**config.mk**
```make
export PLATFORM = sky130hd
export DESIGN_NAME = quoted_literal_unescaper
export DESIGN_NICKNAME = d
export VERILOG_FILES = /design/src/qlu_pkg.sv /design/src/quoted_literal_unescaper.sv /design/src/qlu_front.sv /design/src/qlu_queue.sv /design/src/qlu_back.sv
export SDC_FILE = /design/constraint.sdc
export NUM_CORES = 1
export LEC_CHECK = 0
export BUFFER_PORTS_ARGS = -buffer_cell sky130_fd_sc_hd__buf_2
export CELL_PAD_IN_SITES_DETAIL_PLACEMENT = 2
export CELL_PAD_IN_SITES_GLOBAL_PLACEMENT = 2
export CORE_ASPECT_RATIO = 0.5
export CORE_UTILIZATION = 45
export CTS_CLUSTER_SIZE = 24
export DETAILED_ROUTE_END_ITERATION = 6
export GPL_TIMING_DRIVEN = 0
export HOLD_SLACK_MARGIN = 0.03
export PLACE_DENSITY = 0.91
export SYNTH_ARGS = -nofsm -noshare
export SYNTH_HDL_FRONTEND = slang
export SYNTH_SLANG_ARGS = --single-unit
```
**constraint.sdc**
```tcl
create_clock -name clk -period 6 [get_ports clk]
set_input_delay 0.9 -clock clk [delete_from_list [all_inputs] [get_ports clk]]
set_output_delay 0.9 -clock clk [all_outputs]
set_load 0.005 [all_outputs]
```
**src/qlu_pkg.sv**
```systemverilog
`timescale 1ns / 1ps

package qlu_pkg;

	// Results per input byte and the widths that fit it
	localparam int MAX_RESULTS = 4;
	localparam int CNT_W       = 3;
	localparam int IDX_W       = 2;

	// Error codes
	localparam logic [2:0] ERR_NONE      = 3'd0;
	localparam logic [2:0] ERR_QUOTE     = 3'd1;
	localparam logic [2:0] ERR_ESCAPE    = 3'd2;
	localparam logic [2:0] ERR_HEX       = 3'd3;
	localparam logic [2:0] ERR_TRUNCATED = 3'd4;
	localparam logic [2:0] ERR_RANGE     = 3'd5;

	// Characters with a special meaning
	localparam logic [7:0] CH_AT  = 8'h40;
	localparam logic [7:0] CH_BSL = 8'h5C;
	localparam logic [7:0] CH_DQ  = 8'h22;
	localparam logic [7:0] CH_SQ  = 8'h27;
	localparam logic [7:0] CH_BQ  = 8'h60;
	localparam logic [7:0] CH_N   = 8'h6E;
	localparam logic [7:0] CH_R   = 8'h72;
	localparam logic [7:0] CH_T   = 8'h74;
	localparam logic [7:0] CH_B   = 8'h62;
	localparam logic [7:0] CH_F   = 8'h66;
	localparam logic [7:0] CH_LU  = 8'h75;
	localparam logic [7:0] CH_UU  = 8'h55;

	localparam logic [7:0] BYTE_LF  = 8'h0A;
	localparam logic [7:0] BYTE_CR  = 8'h0D;
	localparam logic [7:0] BYTE_TAB = 8'h09;
	localparam logic [7:0] BYTE_BS  = 8'h08;
	localparam logic [7:0] BYTE_FF  = 8'h0C;

	localparam logic [23:0] CP_MAX = 24'h10FFFF;
	localparam logic [20:0] CP_1B  = 21'h80;
	localparam logic [20:0] CP_2B  = 21'h800;
	localparam logic [20:0] CP_3B  = 21'h10000;

	typedef enum logic [1:0] {
		PH_NORMAL,
		PH_QUOTE,
		PH_ESC,
		PH_HEX
	} qlu_phase_t;

	// One result item
	typedef struct packed {
		logic [7:0] data;
		logic       valid;
		logic       fin;
		logic [2:0] err;
	} qlu_item_t;

	// All results caused by one input byte
	typedef struct packed {
		logic [CNT_W-1:0]                 cnt;
		qlu_item_t [MAX_RESULTS-1:0]      item;
	} qlu_bundle_t;

	localparam qlu_item_t ITEM_END = '{data: 8'h00, valid: 1'b0, fin: 1'b1, err: ERR_NONE};

	function automatic qlu_item_t mk_data(input logic [7:0] b);
		qlu_item_t it;
		it = '{data: b, valid: 1'b1, fin: 1'b0, err: ERR_NONE};
		return it;
	endfunction

	function automatic qlu_item_t mk_err(input logic [2:0] e);
		qlu_item_t it;
		it = '{data: 8'h00, valid: 1'b0, fin: 1'b0, err: e};
		return it;
	endfunction

	// Encode a code point as UTF-8; zero gives no bytes
	function automatic qlu_bundle_t utf8_encode(input logic [20:0] cp);
		qlu_bundle_t bd;
		bd = '0;
		if (cp == 21'd0) begin
			bd.cnt = CNT_W'(0);
		end else if (cp < CP_1B) begin
			bd.cnt     = CNT_W'(1);
			bd.item[0] = mk_data({1'b0, cp[6:0]});
		end else if (cp < CP_2B) begin
			bd.cnt     = CNT_W'(2);
			bd.item[0] = mk_data({3'b110, cp[10:6]});
			bd.item[1] = mk_data({2'b10, cp[5:0]});
		end else if (cp < CP_3B) begin
			bd.cnt     = CNT_W'(3);
			bd.item[0] = mk_data({4'b1110, cp[15:12]});
			bd.item[1] = mk_data({2'b10, cp[11:6]});
			bd.item[2] = mk_data({2'b10, cp[5:0]});
		end else begin
			bd.cnt     = CNT_W'(4);
			bd.item[0] = mk_data({5'b11110, cp[20:18]});
			bd.item[1] = mk_data({2'b10, cp[17:12]});
			bd.item[2] = mk_data({2'b10, cp[11:6]});
			bd.item[3] = mk_data({2'b10, cp[5:0]});
		end
		return bd;
	endfunction

endpackage

```
**src/quoted_literal_unescaper.sv**
```systemverilog
`timescale 1ns / 1ps

// Quoted literal unescaper. Bytes of a quoted literal enter through push/full,
// one per cycle, marked first (quote or '@') and last; unescaped bytes, error
// items and a closing end item leave through empty/pop, one result per cycle
// while pop is high, with run_last on the final result caused by each input
// byte. An input byte is accepted every cycle while full is low. Each byte
// causes zero to four results; the output side drains them in order, so a byte
// that expands to N results (a \u or \U escape gives up to four UTF-8 bytes)
// holds the output side until all N are taken, and full rises only when DEPTH
// bundles of results are waiting. With nothing waiting ahead of it, the first
// result of a byte goes through the bundle queue and then the output register.
// Results never arrive out of order, and stalls on either side are absorbed by
// the bundle queue between the parser and the output stage.
module quoted_literal_unescaper #(
	parameter int DEPTH = 4
) (
	input  logic       clk,
	input  logic       arst_n,
	input  logic       push,
	output logic       full,
	input  logic [7:0] in_byte,
	input  logic       first_of_string,
	input  logic       last_of_string,
	output logic       empty,
	input  logic       pop,
	output logic [7:0] out_byte,
	output logic       byte_valid,
	output logic       run_last,
	output logic       string_end,
	output logic [2:0] error_code
);
	import qlu_pkg::*;

	logic        accept;
	logic        wr_en;
	logic        rd_en;
	logic        q_empty;
	qlu_bundle_t bnd;
	qlu_bundle_t head;

	// Accept a request whenever the queue has room
	assign accept = push && !full;
	assign wr_en  = accept && (bnd.cnt != CNT_W'(0));

	qlu_front u_front (
		.clk             (clk),
		.arst_n          (arst_n),
		.accept          (accept),
		.in_byte         (in_byte),
		.first_of_string (first_of_string),
		.last_of_string  (last_of_string),
		.bnd             (bnd)
	);

	qlu_queue #(
		.DEPTH (DEPTH)
	) u_queue (
		.clk     (clk),
		.arst_n  (arst_n),
		.wr_en   (wr_en),
		.wr_data (bnd),
		.q_full  (full),
		.rd_en   (rd_en),
		.rd_data (head),
		.q_empty (q_empty)
	);

	qlu_back u_back (
		.clk        (clk),
		.arst_n     (arst_n),
		.head       (head),
		.q_empty    (q_empty),
		.rd_en      (rd_en),
		.pop        (pop),
		.empty      (empty),
		.out_byte   (out_byte),
		.byte_valid (byte_valid),
		.run_last   (run_last),
		.string_end (string_end),
		.error_code (error_code)
	);

endmodule

```
**src/qlu_front.sv**
```systemverilog
`timescale 1ns / 1ps

module qlu_front (
	input  logic                clk,
	input  logic                arst_n,
	input  logic                accept,
	input  logic [7:0]          in_byte,
	input  logic                first_of_string,
	input  logic                last_of_string,
	output qlu_pkg::qlu_bundle_t bnd
);
	import qlu_pkg::*;

	logic [7:0]  quote_q, quote_n;
	logic        raw_q, raw_n;
	logic        skip_q, skip_n;
	qlu_phase_t  phase_q, phase_n;
	logic [2:0]  left_q, left_n;
	logic [23:0] acc_q, acc_n;
	logic        bad_q, bad_n;

	logic        hex_ok;
	logic [3:0]  hex_d;
	logic [23:0] acc_shift;
	logic [2:0]  left_dec;
	logic        bad_upd;

	// Decode a hex digit
	always_comb begin
		hex_ok = 1'b1;
		hex_d  = 4'd0;
		if (in_byte inside {[8'h30:8'h39]}) begin
			hex_d = in_byte[3:0];
		end else if (in_byte inside {[8'h41:8'h46], [8'h61:8'h66]}) begin
			hex_d = in_byte[3:0] + 4'd9;
		end else begin
			hex_ok = 1'b0;
		end
	end

	assign acc_shift = hex_ok ? {acc_q[19:0], hex_d} : acc_q;
	assign left_dec  = left_q - 3'd1;
	assign bad_upd   = bad_q | ~hex_ok;

	// Classify the byte, build its results and the next state
	always_comb begin
		quote_n = quote_q;
		raw_n   = raw_q;
		skip_n  = skip_q;
		phase_n = phase_q;
		left_n  = left_q;
		acc_n   = acc_q;
		bad_n   = bad_q;
		bnd     = '0;
		if (first_of_string) begin
			phase_n = PH_NORMAL;
			left_n  = 3'd0;
			acc_n   = 24'd0;
			bad_n   = 1'b0;
			if (last_of_string) begin
				quote_n     = 8'h00;
				raw_n       = 1'b0;
				skip_n      = 1'b0;
				bnd.cnt     = CNT_W'(1);
				bnd.item[0] = ITEM_END;
			end else begin
				quote_n = in_byte;
				raw_n   = (in_byte == CH_AT);
				skip_n  = (in_byte == CH_AT);
			end
		end else if (last_of_string) begin
			quote_n = 8'h00;
			raw_n   = 1'b0;
			skip_n  = 1'b0;
			phase_n = PH_NORMAL;
			left_n  = 3'd0;
			acc_n   = 24'd0;
			bad_n   = 1'b0;
			if (!raw_q && phase_q == PH_QUOTE) begin
				bnd.cnt     = CNT_W'(2);
				bnd.item[0] = mk_err(ERR_QUOTE);
				bnd.item[1] = ITEM_END;
			end else if (!raw_q && (phase_q == PH_ESC || phase_q == PH_HEX)) begin
				bnd.cnt     = CNT_W'(2);
				bnd.item[0] = mk_err(ERR_TRUNCATED);
				bnd.item[1] = ITEM_END;
			end else begin
				bnd.cnt     = CNT_W'(1);
				bnd.item[0] = ITEM_END;
			end
		end else if (raw_q) begin
			if (skip_q) begin
				skip_n = 1'b0;
			end else begin
				bnd.cnt     = CNT_W'(1);
				bnd.item[0] = mk_data(in_byte);
			end
		end else begin
			case (phase_q)
				PH_QUOTE: begin
					phase_n = PH_NORMAL;
					if (in_byte == quote_q) begin
						bnd.cnt     = CNT_W'(1);
						bnd.item[0] = mk_data(in_byte);
					end else if (in_byte == CH_BSL) begin
						phase_n     = PH_ESC;
						bnd.cnt     = CNT_W'(1);
						bnd.item[0] = mk_err(ERR_QUOTE);
					end else begin
						bnd.cnt     = CNT_W'(2);
						bnd.item[0] = mk_err(ERR_QUOTE);
						bnd.item[1] = mk_data(in_byte);
					end
				end
				PH_ESC: begin
					phase_n = PH_NORMAL;
					bnd.cnt = CNT_W'(1);
					case (in_byte)
						CH_N: bnd.item[0] = mk_data(BYTE_LF);
						CH_R: bnd.item[0] = mk_data(BYTE_CR);
						CH_T: bnd.item[0] = mk_data(BYTE_TAB);
						CH_B: bnd.item[0] = mk_data(BYTE_BS);
						CH_F: bnd.item[0] = mk_data(BYTE_FF);
						CH_DQ, CH_SQ, CH_BQ, CH_BSL: bnd.item[0] = mk_data(in_byte);
						CH_LU, CH_UU: begin
							bnd.cnt = CNT_W'(0);
							phase_n = PH_HEX;
							left_n  = (in_byte == CH_LU) ? 3'd4 : 3'd6;
							acc_n   = 24'd0;
							bad_n   = 1'b0;
						end
						default: bnd.item[0] = mk_err(ERR_ESCAPE);
					endcase
				end
				PH_HEX: begin
					if (left_dec == 3'd0) begin
						phase_n = PH_NORMAL;
						left_n  = 3'd0;
						acc_n   = 24'd0;
						bad_n   = 1'b0;
						if (bad_upd) begin
							bnd.cnt     = CNT_W'(1);
							bnd.item[0] = mk_err(ERR_HEX);
						end else if (acc_shift > CP_MAX) begin
							bnd.cnt     = CNT_W'(1);
							bnd.item[0] = mk_err(ERR_RANGE);
						end else begin
							bnd = utf8_encode(acc_shift[20:0]);
						end
					end else begin
						left_n = left_dec;
						acc_n  = acc_shift;
						bad_n  = bad_upd;
					end
				end
				default: begin
					phase_n = PH_NORMAL;
					if (in_byte == quote_q) begin
						phase_n = PH_QUOTE;
					end else if (in_byte == CH_BSL) begin
						phase_n = PH_ESC;
					end else begin
						bnd.cnt     = CNT_W'(1);
						bnd.item[0] = mk_data(in_byte);
					end
				end
			endcase
		end
	end

	// Advance the parser state on each accepted byte
	always_ff @(posedge clk or negedge arst_n) begin
		if (!arst_n) begin
			quote_q <= 8'h00;
			raw_q   <= 1'b0;
			skip_q  <= 1'b0;
			phase_q <= PH_NORMAL;
			left_q  <= 3'd0;
			acc_q   <= 24'd0;
			bad_q   <= 1'b0;
		end else if (accept) begin
			quote_q <= quote_n;
			raw_q   <= raw_n;
			skip_q  <= skip_n;
			phase_q <= phase_n;
			left_q  <= left_n;
			acc_q   <= acc_n;
			bad_q   <= bad_n;
		end
	end

endmodule

```
**src/qlu_queue.sv**
```systemverilog
`timescale 1ns / 1ps

module qlu_queue #(
	parameter int DEPTH = 4
) (
	input  logic                 clk,
	input  logic                 arst_n,
	input  logic                 wr_en,
	input  qlu_pkg::qlu_bundle_t wr_data,
	output logic                 q_full,
	input  logic                 rd_en,
	output qlu_pkg::qlu_bundle_t rd_data,
	output logic                 q_empty
);
	import qlu_pkg::*;

	localparam int PTR_W = $clog2(DEPTH);
	localparam int QCNT_W = $clog2(DEPTH + 1);

	qlu_bundle_t       mem_q [DEPTH];
	logic [PTR_W-1:0]  wr_ptr_q;
	logic [PTR_W-1:0]  rd_ptr_q;
	logic [QCNT_W-1:0] cnt_q;

	assign q_full  = (cnt_q == QCNT_W'(DEPTH));
	assign q_empty = (cnt_q == QCNT_W'(0));
	assign rd_data = mem_q[rd_ptr_q];

	// Hold the request bundles
	always_ff @(posedge clk) begin
		if (wr_en) begin
			mem_q[wr_ptr_q] <= wr_data;
		end
	end

	// Advance pointers and track the fill level
	always_ff @(posedge clk or negedge arst_n) begin
		if (!arst_n) begin
			wr_ptr_q <= '0;
			rd_ptr_q <= '0;
			cnt_q    <= '0;
		end else begin
			if (wr_en) begin
				wr_ptr_q <= (wr_ptr_q == PTR_W'(DEPTH - 1)) ? '0 : wr_ptr_q + PTR_W'(1);
			end
			if (rd_en) begin
				rd_ptr_q <= (rd_ptr_q == PTR_W'(DEPTH - 1)) ? '0 : rd_ptr_q + PTR_W'(1);
			end
			if (wr_en && !rd_en) begin
				cnt_q <= cnt_q + QCNT_W'(1);
			end else if (rd_en && !wr_en) begin
				cnt_q <= cnt_q - QCNT_W'(1);
			end
		end
	end

	a_cnt_range: assert property (@(posedge clk) disable iff (!arst_n)
		cnt_q <= QCNT_W'(DEPTH))
		else $error("queue fill level out of range");

	a_no_write_full: assert property (@(posedge clk) disable iff (!arst_n)
		q_full |-> !wr_en)
		else $error("write into a full queue");

	a_no_read_empty: assert property (@(posedge clk) disable iff (!arst_n)
		rd_en |-> !q_empty)
		else $error("read from an empty queue");

	a_no_empty_bundle: assert property (@(posedge clk) disable iff (!arst_n)
		wr_en |-> (wr_data.cnt != CNT_W'(0)))
		else $error("bundle without results written");

endmodule

```
**src/qlu_back.sv**
```systemverilog
`timescale 1ns / 1ps

module qlu_back (
	input  logic                 clk,
	input  logic                 arst_n,
	input  qlu_pkg::qlu_bundle_t head,
	input  logic                 q_empty,
	output logic                 rd_en,
	input  logic                 pop,
	output logic                 empty,
	output logic [7:0]           out_byte,
	output logic                 byte_valid,
	output logic                 run_last,
	output logic                 string_end,
	output logic [2:0]           error_code
);
	import qlu_pkg::*;

	logic [IDX_W-1:0] idx_q;
	logic             vld_q;
	qlu_item_t        out_q;
	logic             last_q;
	logic             load;
	logic             is_last;
	logic [CNT_W-1:0] last_idx;

	assign last_idx = head.cnt - CNT_W'(1);
	assign is_last  = (CNT_W'(idx_q) == last_idx);
	assign load     = !q_empty && (!vld_q || pop);
	assign rd_en    = load && is_last;

	// Step through the head bundle one result per cycle while results are taken
	always_ff @(posedge clk or negedge arst_n) begin
		if (!arst_n) begin
			idx_q <= '0;
			vld_q <= 1'b0;
		end else begin
			if (load) begin
				vld_q <= 1'b1;
				idx_q <= is_last ? '0 : idx_q + IDX_W'(1);
			end else if (pop) begin
				vld_q <= 1'b0;
			end
		end
	end

	// Hold the presented result until it is taken
	always_ff @(posedge clk) begin
		if (load) begin
			out_q  <= head.item[idx_q];
			last_q <= is_last;
		end
	end

	assign empty      = !vld_q;
	assign out_byte   = out_q.data;
	assign byte_valid = out_q.valid;
	assign run_last   = last_q;
	assign string_end = out_q.fin;
	assign error_code = out_q.err;

endmodule
```
==> metrics, run 1 <==
status=complete, no violations; RSZ-0062 raised after global routing=false; Slew Limit Headroom=a little under a tenth; maximum resistive drop on vdd=0.191 mV; number of synthesized register bits=221; number of antenna diodes=0; Post-Synthesis Net Count=just over 800; fraction of layout cells with a size suffix above 1=18.6%; CTS Buf Count=22; Max H-tree Level=1; GRT Residual Overflow=0; Tot GR Track Use=38.5%; min Tclk post-route=5460 ps; synthesized instance count=approximately 800; Crit Path Max Fanout=10; PortBufs=27; multi-input logic area=0.00402 mm^2; Min Hold Slack=542 ps; final hold viol count=0; number of synthesized flops with an enable pin=174; synth warn=0; initial antenna violation count=3; Die W=220 um; Hold Path Class=reg -> reg; Most used DFF post-synth=edfxtp_1; final setup fails=0; fin crit share=91.1%; met3 wire len=5.40 mm; Sink Count=221; FF/Latch Area=approximately 0.0064 mm^2; Synth area leaders=edfxtp_1 (49%), dfrtp_1 (11%), mux4_2 (9.7%), nor2_1 (2.5%), mux2i_1 (2.3%); Synth cell types=72; Power per Cell Area=425 mW/mm^2; post-synthesis area per instance=13.5 um^2; Die Ht=between 100 and 150 um; routability cong.=0.889; post-CTS setup buffers=0; fin util=52.3%; I/O Pins=30; # DRC=0; Req. time, crit path=6420 ps; core area=approximately 0.023 mm^2; max-cap viol count=0; area share of the largest cell type after synthesis=48.8%; WL met2=about 21 mm; Startpoint Class=flip-flop; post-synthesis sequential area ratio=59.8%; arrival time at the worst endpoint=5890 ps; worst-case reg-to-reg path depth=13; Starting Density=46.4%; top post-synthesis cells by count=edfxtp_1 (174), nor2_1 (70), nand2_1 (65); critical path endpoint category=flip-flop; Total Power=5.13 mW; Core Rows=39; CTS tree=built; Post-Place Cells=about 1,100; Routed Antenna Nets=0; TritonRoute pass-1 iters=5; routed len/inst=38.6 um; vias post-DR=8,320; Clock Path Buffers=3; largest net degree at the start of global routing=48; Pins Over Slew Limit=0; Fillers=2,157; clock latency on the worst-skew pair=550 ps; fin nets=877; share of flip-flops with an asynchronous set or reset=21.3%; CTS root buf=clkbuf_16; Clk pin slew, worst setup/hold paths=80 ps; first-pass GRT wire length=around 66 mm; most common cell in the netlist=edfxtp_1; area growth from synthesis to layout=12.8%; Worst Path Class, Setup=reg -> reg; die area=0.0244 mm^2; Layout Skew=26.4 ps; met1 wire length=approximately 18 mm; vias in the first global route=~9,000; post-route setup TNS=0 ps; Non-Filler Instances=1,172; max layer used=met5; vias per inst=7.10; Yosys top cell by area=edfxtp_1; DP HPWL=27.7 mm; Peak Freq=183 MHz; total routed wirelength=45.2 mm; leakage=4.31 nW; hold path depth=1; Syn Std Cell Area=0.0107 mm^2; Slew @ Worst Pin=1360 ps; Iter 0 DRT Violations=between 1,000 and 1,500
==> cell families (layout without fill, tap and decap cells) <==
logic type	Yosys count	in the layout	share of synthesized area [%]
XOR/XNOR	15	15	1.23
flip-flops	221	221	59.8
AND/OR/NAND/NOR	221	221	9.91
adder cells (fa/ha/maj)	14	14	1.71
buffers and inverters	69	141	2.67
AO/OA/AOI/OAI	168	168	11.0
multiplexers	85	85	13.7
==> registers in the layout, summed over array words and instances, names as in the netlist <==
signal and flops:
u_back.byte_valid 1, u_front.bad_q 1, u_back.run_last 1, u_front.quote_q 8, u_front.acc_q 21, u_back.error_code 3, u_front.phase_q 2, u_back.string_end 1
u_front.left_q 3, u_back.vld_q 1, u_queue.rd_ptr_q 2, u_back.out_byte 8, u_back.idx_q 2, u_front.skip_q 1, u_front.raw_q 1, u_queue.cnt_q 3
u_queue.wr_ptr_q 2, u_queue.mem_q 160
==> path summary, 6_finish.rpt <==
kind | start | to | slack [ps]
min | u_front.quote_q[3] | u_front.quote_q[3] | 540
min reg2reg | u_front.quote_q[3] | u_front.quote_q[3] | 540
max reg2reg | u_queue.rd_ptr_q[0] | u_queue.cnt_q[1] | 540
max in group asynchronous | arst_n | u_queue.rd_ptr_q[1] | 4500
max | u_queue.rd_ptr_q[0] | u_queue.cnt_q[1] | 540
min in group asynchronous | arst_n | u_front.acc_q[20] | 680
==> critical path, cell delays in order, from the launching register on <==
cell	delay, ps
dfrtp_1	420
clkbuf_1	420
clkbuf_2	510
buf_1	710
mux4_2	640
inv_1	120
ha_1	260
xnor2_1	170
nor3_1	570
nand2_1	340
ha_1	340
inv_1	110
fa_1	440
mux2_2	300
==> through the flow <==
stage	worst slack, ps	area, um^2
6_report	536	12100
5_1_grt	293	12100
4_1_cts	198	12100
3_5_place_dp	392	11300
3_3_place_gp	-210	11200
2_1_floorplan	1330	10700
==> layer usage <==
| metal | vias to the layer above | global-route usage (%) |
|---|---|---|
| li1 | 3183 | - |
| met1 | 4313 | 52.4 |
| met2 | 702 | 59.1 |
| met3 | 118 | 11.5 |
| met4 | 4 | 12.5 |
| met5 | - | 0 |
==> cell usage in the layout, fill, tap and decap left out, drive strengths merged, types with 6 or more instances in the layout <==
cell,count
a21oi,36
nand2b,8
ha,13
edfxtp,174
o211ai,8
nor2b,6
clkinv,8
mux4,46
mux2i,25
a21o,7
dfrtp,47
a211oi,6
nor3,16
a22o,16
inv,20
o21ai,39
buf,48
nand2,65
mux2,14
nand3,9
nor2,70
xnor2,12
clkbuf,63
and2,10
==> report_power, final <==
group	total [mW]	internal (mW)	leakage, nW	switching (mW)
combinational	1.46	0.595	1.69	0.865
clock	1.54	0.814	0.366	0.724
sequential	2.13	1.96	2.25	0.166
==> area by class of cell <==
| class | instances | share of cell area, % |
|---|---|---|
| multi-input cells | 503 | 33.3 |
| well taps | 307 | 3.18 |
| clock inverters | 12 | 1.09 |
| repair buffers | 32 | 1.97 |
| plain buffers | 51 | 1.81 |
| clock buffers | 28 | 5.01 |
| inverters | 18 | 0.560 |
| flip-flops and latches | 221 | 53.0 |
==> timing repair <==
action                                  CTS  global route
endpoints found under the setup margin    0             2
resized for setup                         0             2
hold buffers                              0             0
Note: power is estimated with default switching activity, not from simulation.
==> run 2: changes to the inputs <==
Settings changed: ABC_AREA from default to 1, CORE_UTILIZATION 45 to 40, PLACE_DENSITY 0.91 to 0.9.
Clock period 6 ns to 5.45 ns, I/O delays scaled along.
==> metrics, run 2 <==
status=complete, no violations; Synth cell types=48; Die W=238 um; number of synthesized register bits=224; FF-to-FF setup slack=330 ps; Syn Std Cell Area=0.0111 mm^2; Clock Path Buffers=3; gr busiest metal=met2; Die Ht=120 um; Layout Skew=18.1 ps; sequential group share of total power=between 30% and 40%; die area=0.0285 mm^2; Pins Over Slew Limit=0; Power per Cell Area=474 mW/mm^2; largest net degree at the start of global routing=51; leakage=around 4.9 nW; Reg with most FFs=u_queue.mem_q; placed cell area=0.0119 mm^2; Slew Limit Headroom=a little under a quarter; CTS root buf=clkbuf_16; clock power share=26.1%; PortBufs=27; vias per inst=between 6 and 7; met3 usage=7.64%; most common cell after layout, fill and taps aside=nand2_1; most frequent cells in the layout=nand2_1 (199), edfxtp_1 (174), nor2_1 (166), o21ai_0 (119), inv_1 (110); max reg flops=160; post-synthesis sequential area ratio=between 50% and 60%; Worst R2R Start=u_queue.rd_ptr_q[0]; Slew @ Worst Pin=1140 ps; arrival time at the worst endpoint=5700 ps; Largest regs=u_queue.mem_q: 160 flops, u_front.acc_q: 24 flops; post-synthesis area per instance=9.47 um^2; Most used DFF post-synth=edfxtp_1; min Tclk post-route=roughly 5300 ps; final instance area=0.0126 mm^2; hold buffer count at cts=0; Final WS setup=162 ps; area growth from synthesis to layout=12.9%; fin crit share=97.0%; worst-case reg-to-reg path depth=14; Place WS=-242 ps; GRT Residual Overflow=0; Sink Count=around 220; top post-synthesis cells by count=nand2_1 (199), edfxtp_1 (174), nor2_1 (169); Internal=3.44 mW; grt met1 use=48.1%; Sw Ratio=42.1%; final hold viol count=0; vias post-DR=10,473; Max H-tree Level=1; Hold Path Class=in -> async; TritonRoute pass-1 iters=5; Starting Density=41.4%; Req. time, crit path=5860 ps; power share of the combinational group=36.0%; Synth area leaders=edfxtp_1 (47%), dfrtp_1 (11%), nand2_1 (6.7%), nor2_1 (5.7%), o21ai_0 (5.4%); maximum resistive drop on vdd=0.210 mV; area share of the largest cell type after synthesis=a little under half; synthesized instance count=approximately 1,200; FF-to-FF End=u_queue.cnt_q[1]; fraction of layout cells with a size suffix above 1=10.3%; final setup fails=0; most common cell in the netlist=nand2_1; Clk pin slew, worst setup/hold paths=80 ps; Worst Path Class, Setup=in -> reg; Tot GR Track Use=36.6%; share of flip-flops with an asynchronous set or reset=22.3%; initial antenna violation count=3; Min Hold Slack=between 300 and 400 ps; met2 global-route usage=60.1%; Iter 0 DRT Violations=1,305; Yosys top cell by area=edfxtp_1; synth warn=0; number of antenna diodes=0; vias in the first global route=10,971; Routed Antenna Nets=0; Startpoint Class=input pin; switching power=2.50 mW; Crit Path Max Fanout=10; CTS tree=built; RSZ-0062 raised after global routing=false; routed len/inst=31.6 um; max-cap viol count=0; clock latency on the worst-skew pair=roughly 560 ps; CTS Buf Count=22; routability cong.=0.935; fin nets=1,261; # DRC=0; DP HPWL=32.2 mm; Peak Freq=189 MHz; critical path endpoint category=flip-flop; number of synthesized flops with an enable pin=174; Core Rows=42; first-pass GRT wire length=76.2 mm; Post-Synthesis Net Count=between 1,000 and 1,500; total routed wirelength=between 50 and 60 mm; core area=0.0269 mm^2; I/O Pins=30
## run 2: cell count changes after synthesis, moves of 14 or more
cell     before  now
mux2i_1      25    0
o21ai_0      37  119
inv_1        18  110
a22o_1       16    2
nand2_1      65  199
nor2_1       70  169
nand3_1       9   60
o22ai_1       2   69
mux4_2       46    0
## run 2: cell type report
class,instances,area [um^2]
Fill cell,2817,14300
Tap cell,374,468
Buffer,49,236
Clock buffer,30,591
Clock inverter,10,61.3
Timing Repair Buffer,34,269
Inverter,123,465
Sequential cell,224,6480
Multi-Input combinational cell,779,3990
## run 2: worst max-delay path by stage
stage	cells after the start	end	start	slack, ps
3_5_place_dp	26	u_queue.mem_q[1][32]	in_byte[1]	-240
6_report	27	u_queue.cnt_q[2]	in_byte[0]	160
2_1_floorplan	24	u_queue.mem_q[1][0]	in_byte[1]	250
3_3_place_gp	25	u_queue.mem_q[3][32]	in_byte[1]	-2140
4_1_cts	29	u_queue.cnt_q[2]	in_byte[1]	20
5_1_grt	31	u_queue.cnt_q[2]	in_byte[1]	80
## run 2: what timing repair did
| item | in CTS | in global routing |
|---|---|---|
| resized for setup | 0 | 3 |
| endpoints found under the setup margin | 0 | 76 |
| setup buffers | 0 | 2 |
## run 2: critical path, cell delays in order
cell,delay (ps)
clkbuf_4,220
inv_2,160
ha_1,260
inv_1,130
nand3_1,160
nand3_4,180
nand3_4,150
buf_6,170
o21ai_0,680
nor2_1,140
nand2_1,140
nor2_1,60
nand2_1,90
nand3_1,90
nand2_1,130
nand2_1,90
nand2_1,130
nand2_1,110
nand2_4,150
o21bai_4,160
inv_1,130
ha_1,190
inv_1,110
fa_1,430
a21oi_1,210
o21ai_0,200
xor2_1,200
## run 2: cells by family after synthesis
| group | synth area share, % |
|---|---|
| simple gates | 18.8 |
| fa+ha+maj | 1.64 |
| buf+inv | 6.28 |
| compound gates | 14.5 |
| flops | 58.2 |
| xor+xnor | 0.551 |
## run 2: metrics by stage
stage	utilization, %	TNS, ps	power, mW	instances
floorplan	-	0	3.31	1175
global route	46.8	0	6.06	1623
finish	46.8	0	5.95	1623
global placement	43.7	-284170	3.92	1576
detailed placement	44.2	-18470	4.21	1581
CTS	46.6	0	5.86	1621
## run 2: power by group through the flow
stage                     Sequential (mW)  Clock [mW]  Combinational (mW)
after global placement               2.26           0                1.66
after CTS                            2.26        1.53                2.07
final                                2.26        1.55                2.14
after detailed placement             2.27           0                1.94
after global routing                 2.27        1.58                2.21
after floorplan                      2.25           0                1.07
## run 2: routing by layer
metal,part of all wire (%),vias to the layer above
li1,-,4201
met1,40,5363
met2,46,746
met3,9.8,159
met4,3.7,4
met5,0.066,-
==> run 3: changes to the inputs <==
Settings changed: CORE_UTILIZATION 40 to 35, PLACE_DENSITY 0.9 to 0.81.
==> metrics, run 3 (synthesis results as in run 2) <==
status=complete, no violations; Crit Path Max Fanout=10; Clock Path Buffers=3; Slew @ Worst Pin=1220 ps; Core Rows=45; Power per Cell Area=457 mW/mm^2; Sink Count=224; Peak Freq=195 MHz; worst-case reg-to-reg path depth=14; vias post-DR=9,449; arrival time at the worst endpoint=5560 ps; Routed Antenna Nets=0; Reg with most FFs=u_queue.mem_q; area growth from synthesis to layout=14.4%; Die Ht=128 um; final setup fails=0; largest net degree at the start of global routing=51; Slew Limit Headroom=18.6%; post-route setup TNS=0 ps; max reg flops=160; vias in the first global route=a little over 10,000; Min Hold Slack=272 ps; clock latency on the worst-skew pair=560 ps; I/O Pins=30; FF-to-FF End=u_queue.cnt_q[1]; GRT Residual Overflow=0; max-cap viol count=0; number of antenna diodes=0; final instance area=0.0127 mm^2; routability cong.=approximately 0.86; Worst R2R Start=u_queue.rd_ptr_q[0]; Layout Skew=17.4 ps; post-CTS setup buffers=0; # DRC=0; PortBufs=27; Hold Path Class=in -> async; Largest regs=u_queue.mem_q: 160 flops, u_front.acc_q: 24 flops; die area=0.0325 mm^2; fraction of layout cells with a size suffix above 1=10.6%; fin crit share=94.2%; Clk pin slew, worst setup/hold paths=70 ps; core area=a little over 0.03 mm^2; FF-to-FF setup slack=1110 ps; Critical Path End=u_queue.cnt_q[1]; Starting Density=36.1%; first-pass GRT wire length=65.6 mm; CTS root buf=clkbuf_16; min Tclk post-route=5130 ps; TritonRoute pass-1 iters=5; critical path endpoint category=flip-flop; Setup crit start=in_byte[1]; Max H-tree Level=1; RSZ-0062 raised after global routing=false; placed cell area=about 0.012 mm^2; Iter 0 DRT Violations=between 700 and 800; DP HPWL=around 31 mm; Place WS=-303 ps; most frequent cells in the layout=nand2_1 (199), edfxtp_1 (174), nor2_1 (166), o21ai_0 (119), inv_1 (110); vias per inst=5.64; maximum resistive drop on vdd=0.183 mV; Tot GR Track Use=between 20% and 30%; routed len/inst=25.4 um; most common cell after layout, fill and taps aside=nand2_1; CTS tree=built; Pins Over Slew Limit=0; leakage=4.91 nW; fin nets=around 1,300; Die W=254 um; initial antenna violation count=0; Req. time, crit path=slightly below 6000 ps; Total Power=5.82 mW; final hold viol count=0; Startpoint Class=input pin; Final WS setup=318 ps; Worst Path Class, Setup=in -> reg; total routed wirelength=42.6 mm; CTS Buf Count=24
==> run 3: per-stage QoR <==
step	cells	util, %
detailed placement	1630	38.8
finish	1675	41.3
CTS	1674	41.2
global placement	1625	38.3
floorplan	1175	-
global route	1675	41.3
==> run 3: how the worst min path moves through the flow <==
stage / start / endpoint / slack [ps] / cells after the start
6_report: arst_n / u_front.acc_q[4] / 270 / 1
5_1_grt: arst_n / u_front.acc_q[4] / 300 / 1
4_1_cts: pop / u_back.vld_q / 470 / 2
3_5_place_dp: u_front.left_q[2] / u_front.left_q[2] / 530 / 2
3_3_place_gp: u_queue.wr_ptr_q[1] / u_queue.wr_ptr_q[1] / 520 / 2
2_1_floorplan: u_front.skip_q / u_front.skip_q / 480 / 2
==> run 3: area by class of cell <==
type / count / area (um^2)
inverters: 123 / 465
clock inverters: 9 / 82.6
flip-flops and latches: 224 / 6480
multi-input cells: 779 / 3980
plain buffers: 49 / 236
well taps: 423 / 529
clock buffers: 35 / 682
fillers: 3351 / 18100
repair buffers: 33 / 269
==> run 3: what timing repair did <==
| action | CTS | global route |
|---|---|---|
| endpoints found under the setup margin | 0 | 2 |
| resized for setup | 0 | 1 |
| hold buffers | 0 | 0 |
| hold endpoints to repair | 0 | 0 |
==> run 3: critical path, cell delays in order <==
cell        delay [ps]
buf_2              180
clkinvlp_4         270
ha_1               300
inv_1              130
nand3_1            130
nand3_4            170
inv_2               70
nor2_4             210
buf_6              190
nand3_1             80
nand2_1            210
nand2_1             90
nor2_1             270
nand2_1            150
nor2_2             190
nor2_1              70
nand4_1            230
nand2_1             80
nand2_1            130
nand3_2            140
o21bai_4           370
inv_1              100
ha_1               190
inv_1              110
fa_1               440
nor2_1             120
a21oi_1             70
==> run 3: metal layers <==
| metal | track usage, % | vias up | wire, um |
|---|---|---|---|
| li1 | - | 4206 | - |
| met1 | 37.2 | 4931 | 19500 |
| met2 | 44.5 | 245 | 20100 |
| met3 | 4.04 | 67 | 2060 |
| met4 | 7.05 | 0 | 951 |
| met5 | 0 | - | 0 |
==> run 3: power by group <==
part / internal, mW / switching (mW) / leakage, nW
clock network: 0.918 / 0.743 / 0.375
registers: 2.14 / 0.101 / 2.32
logic: 0.532 / 1.38 / 2.21
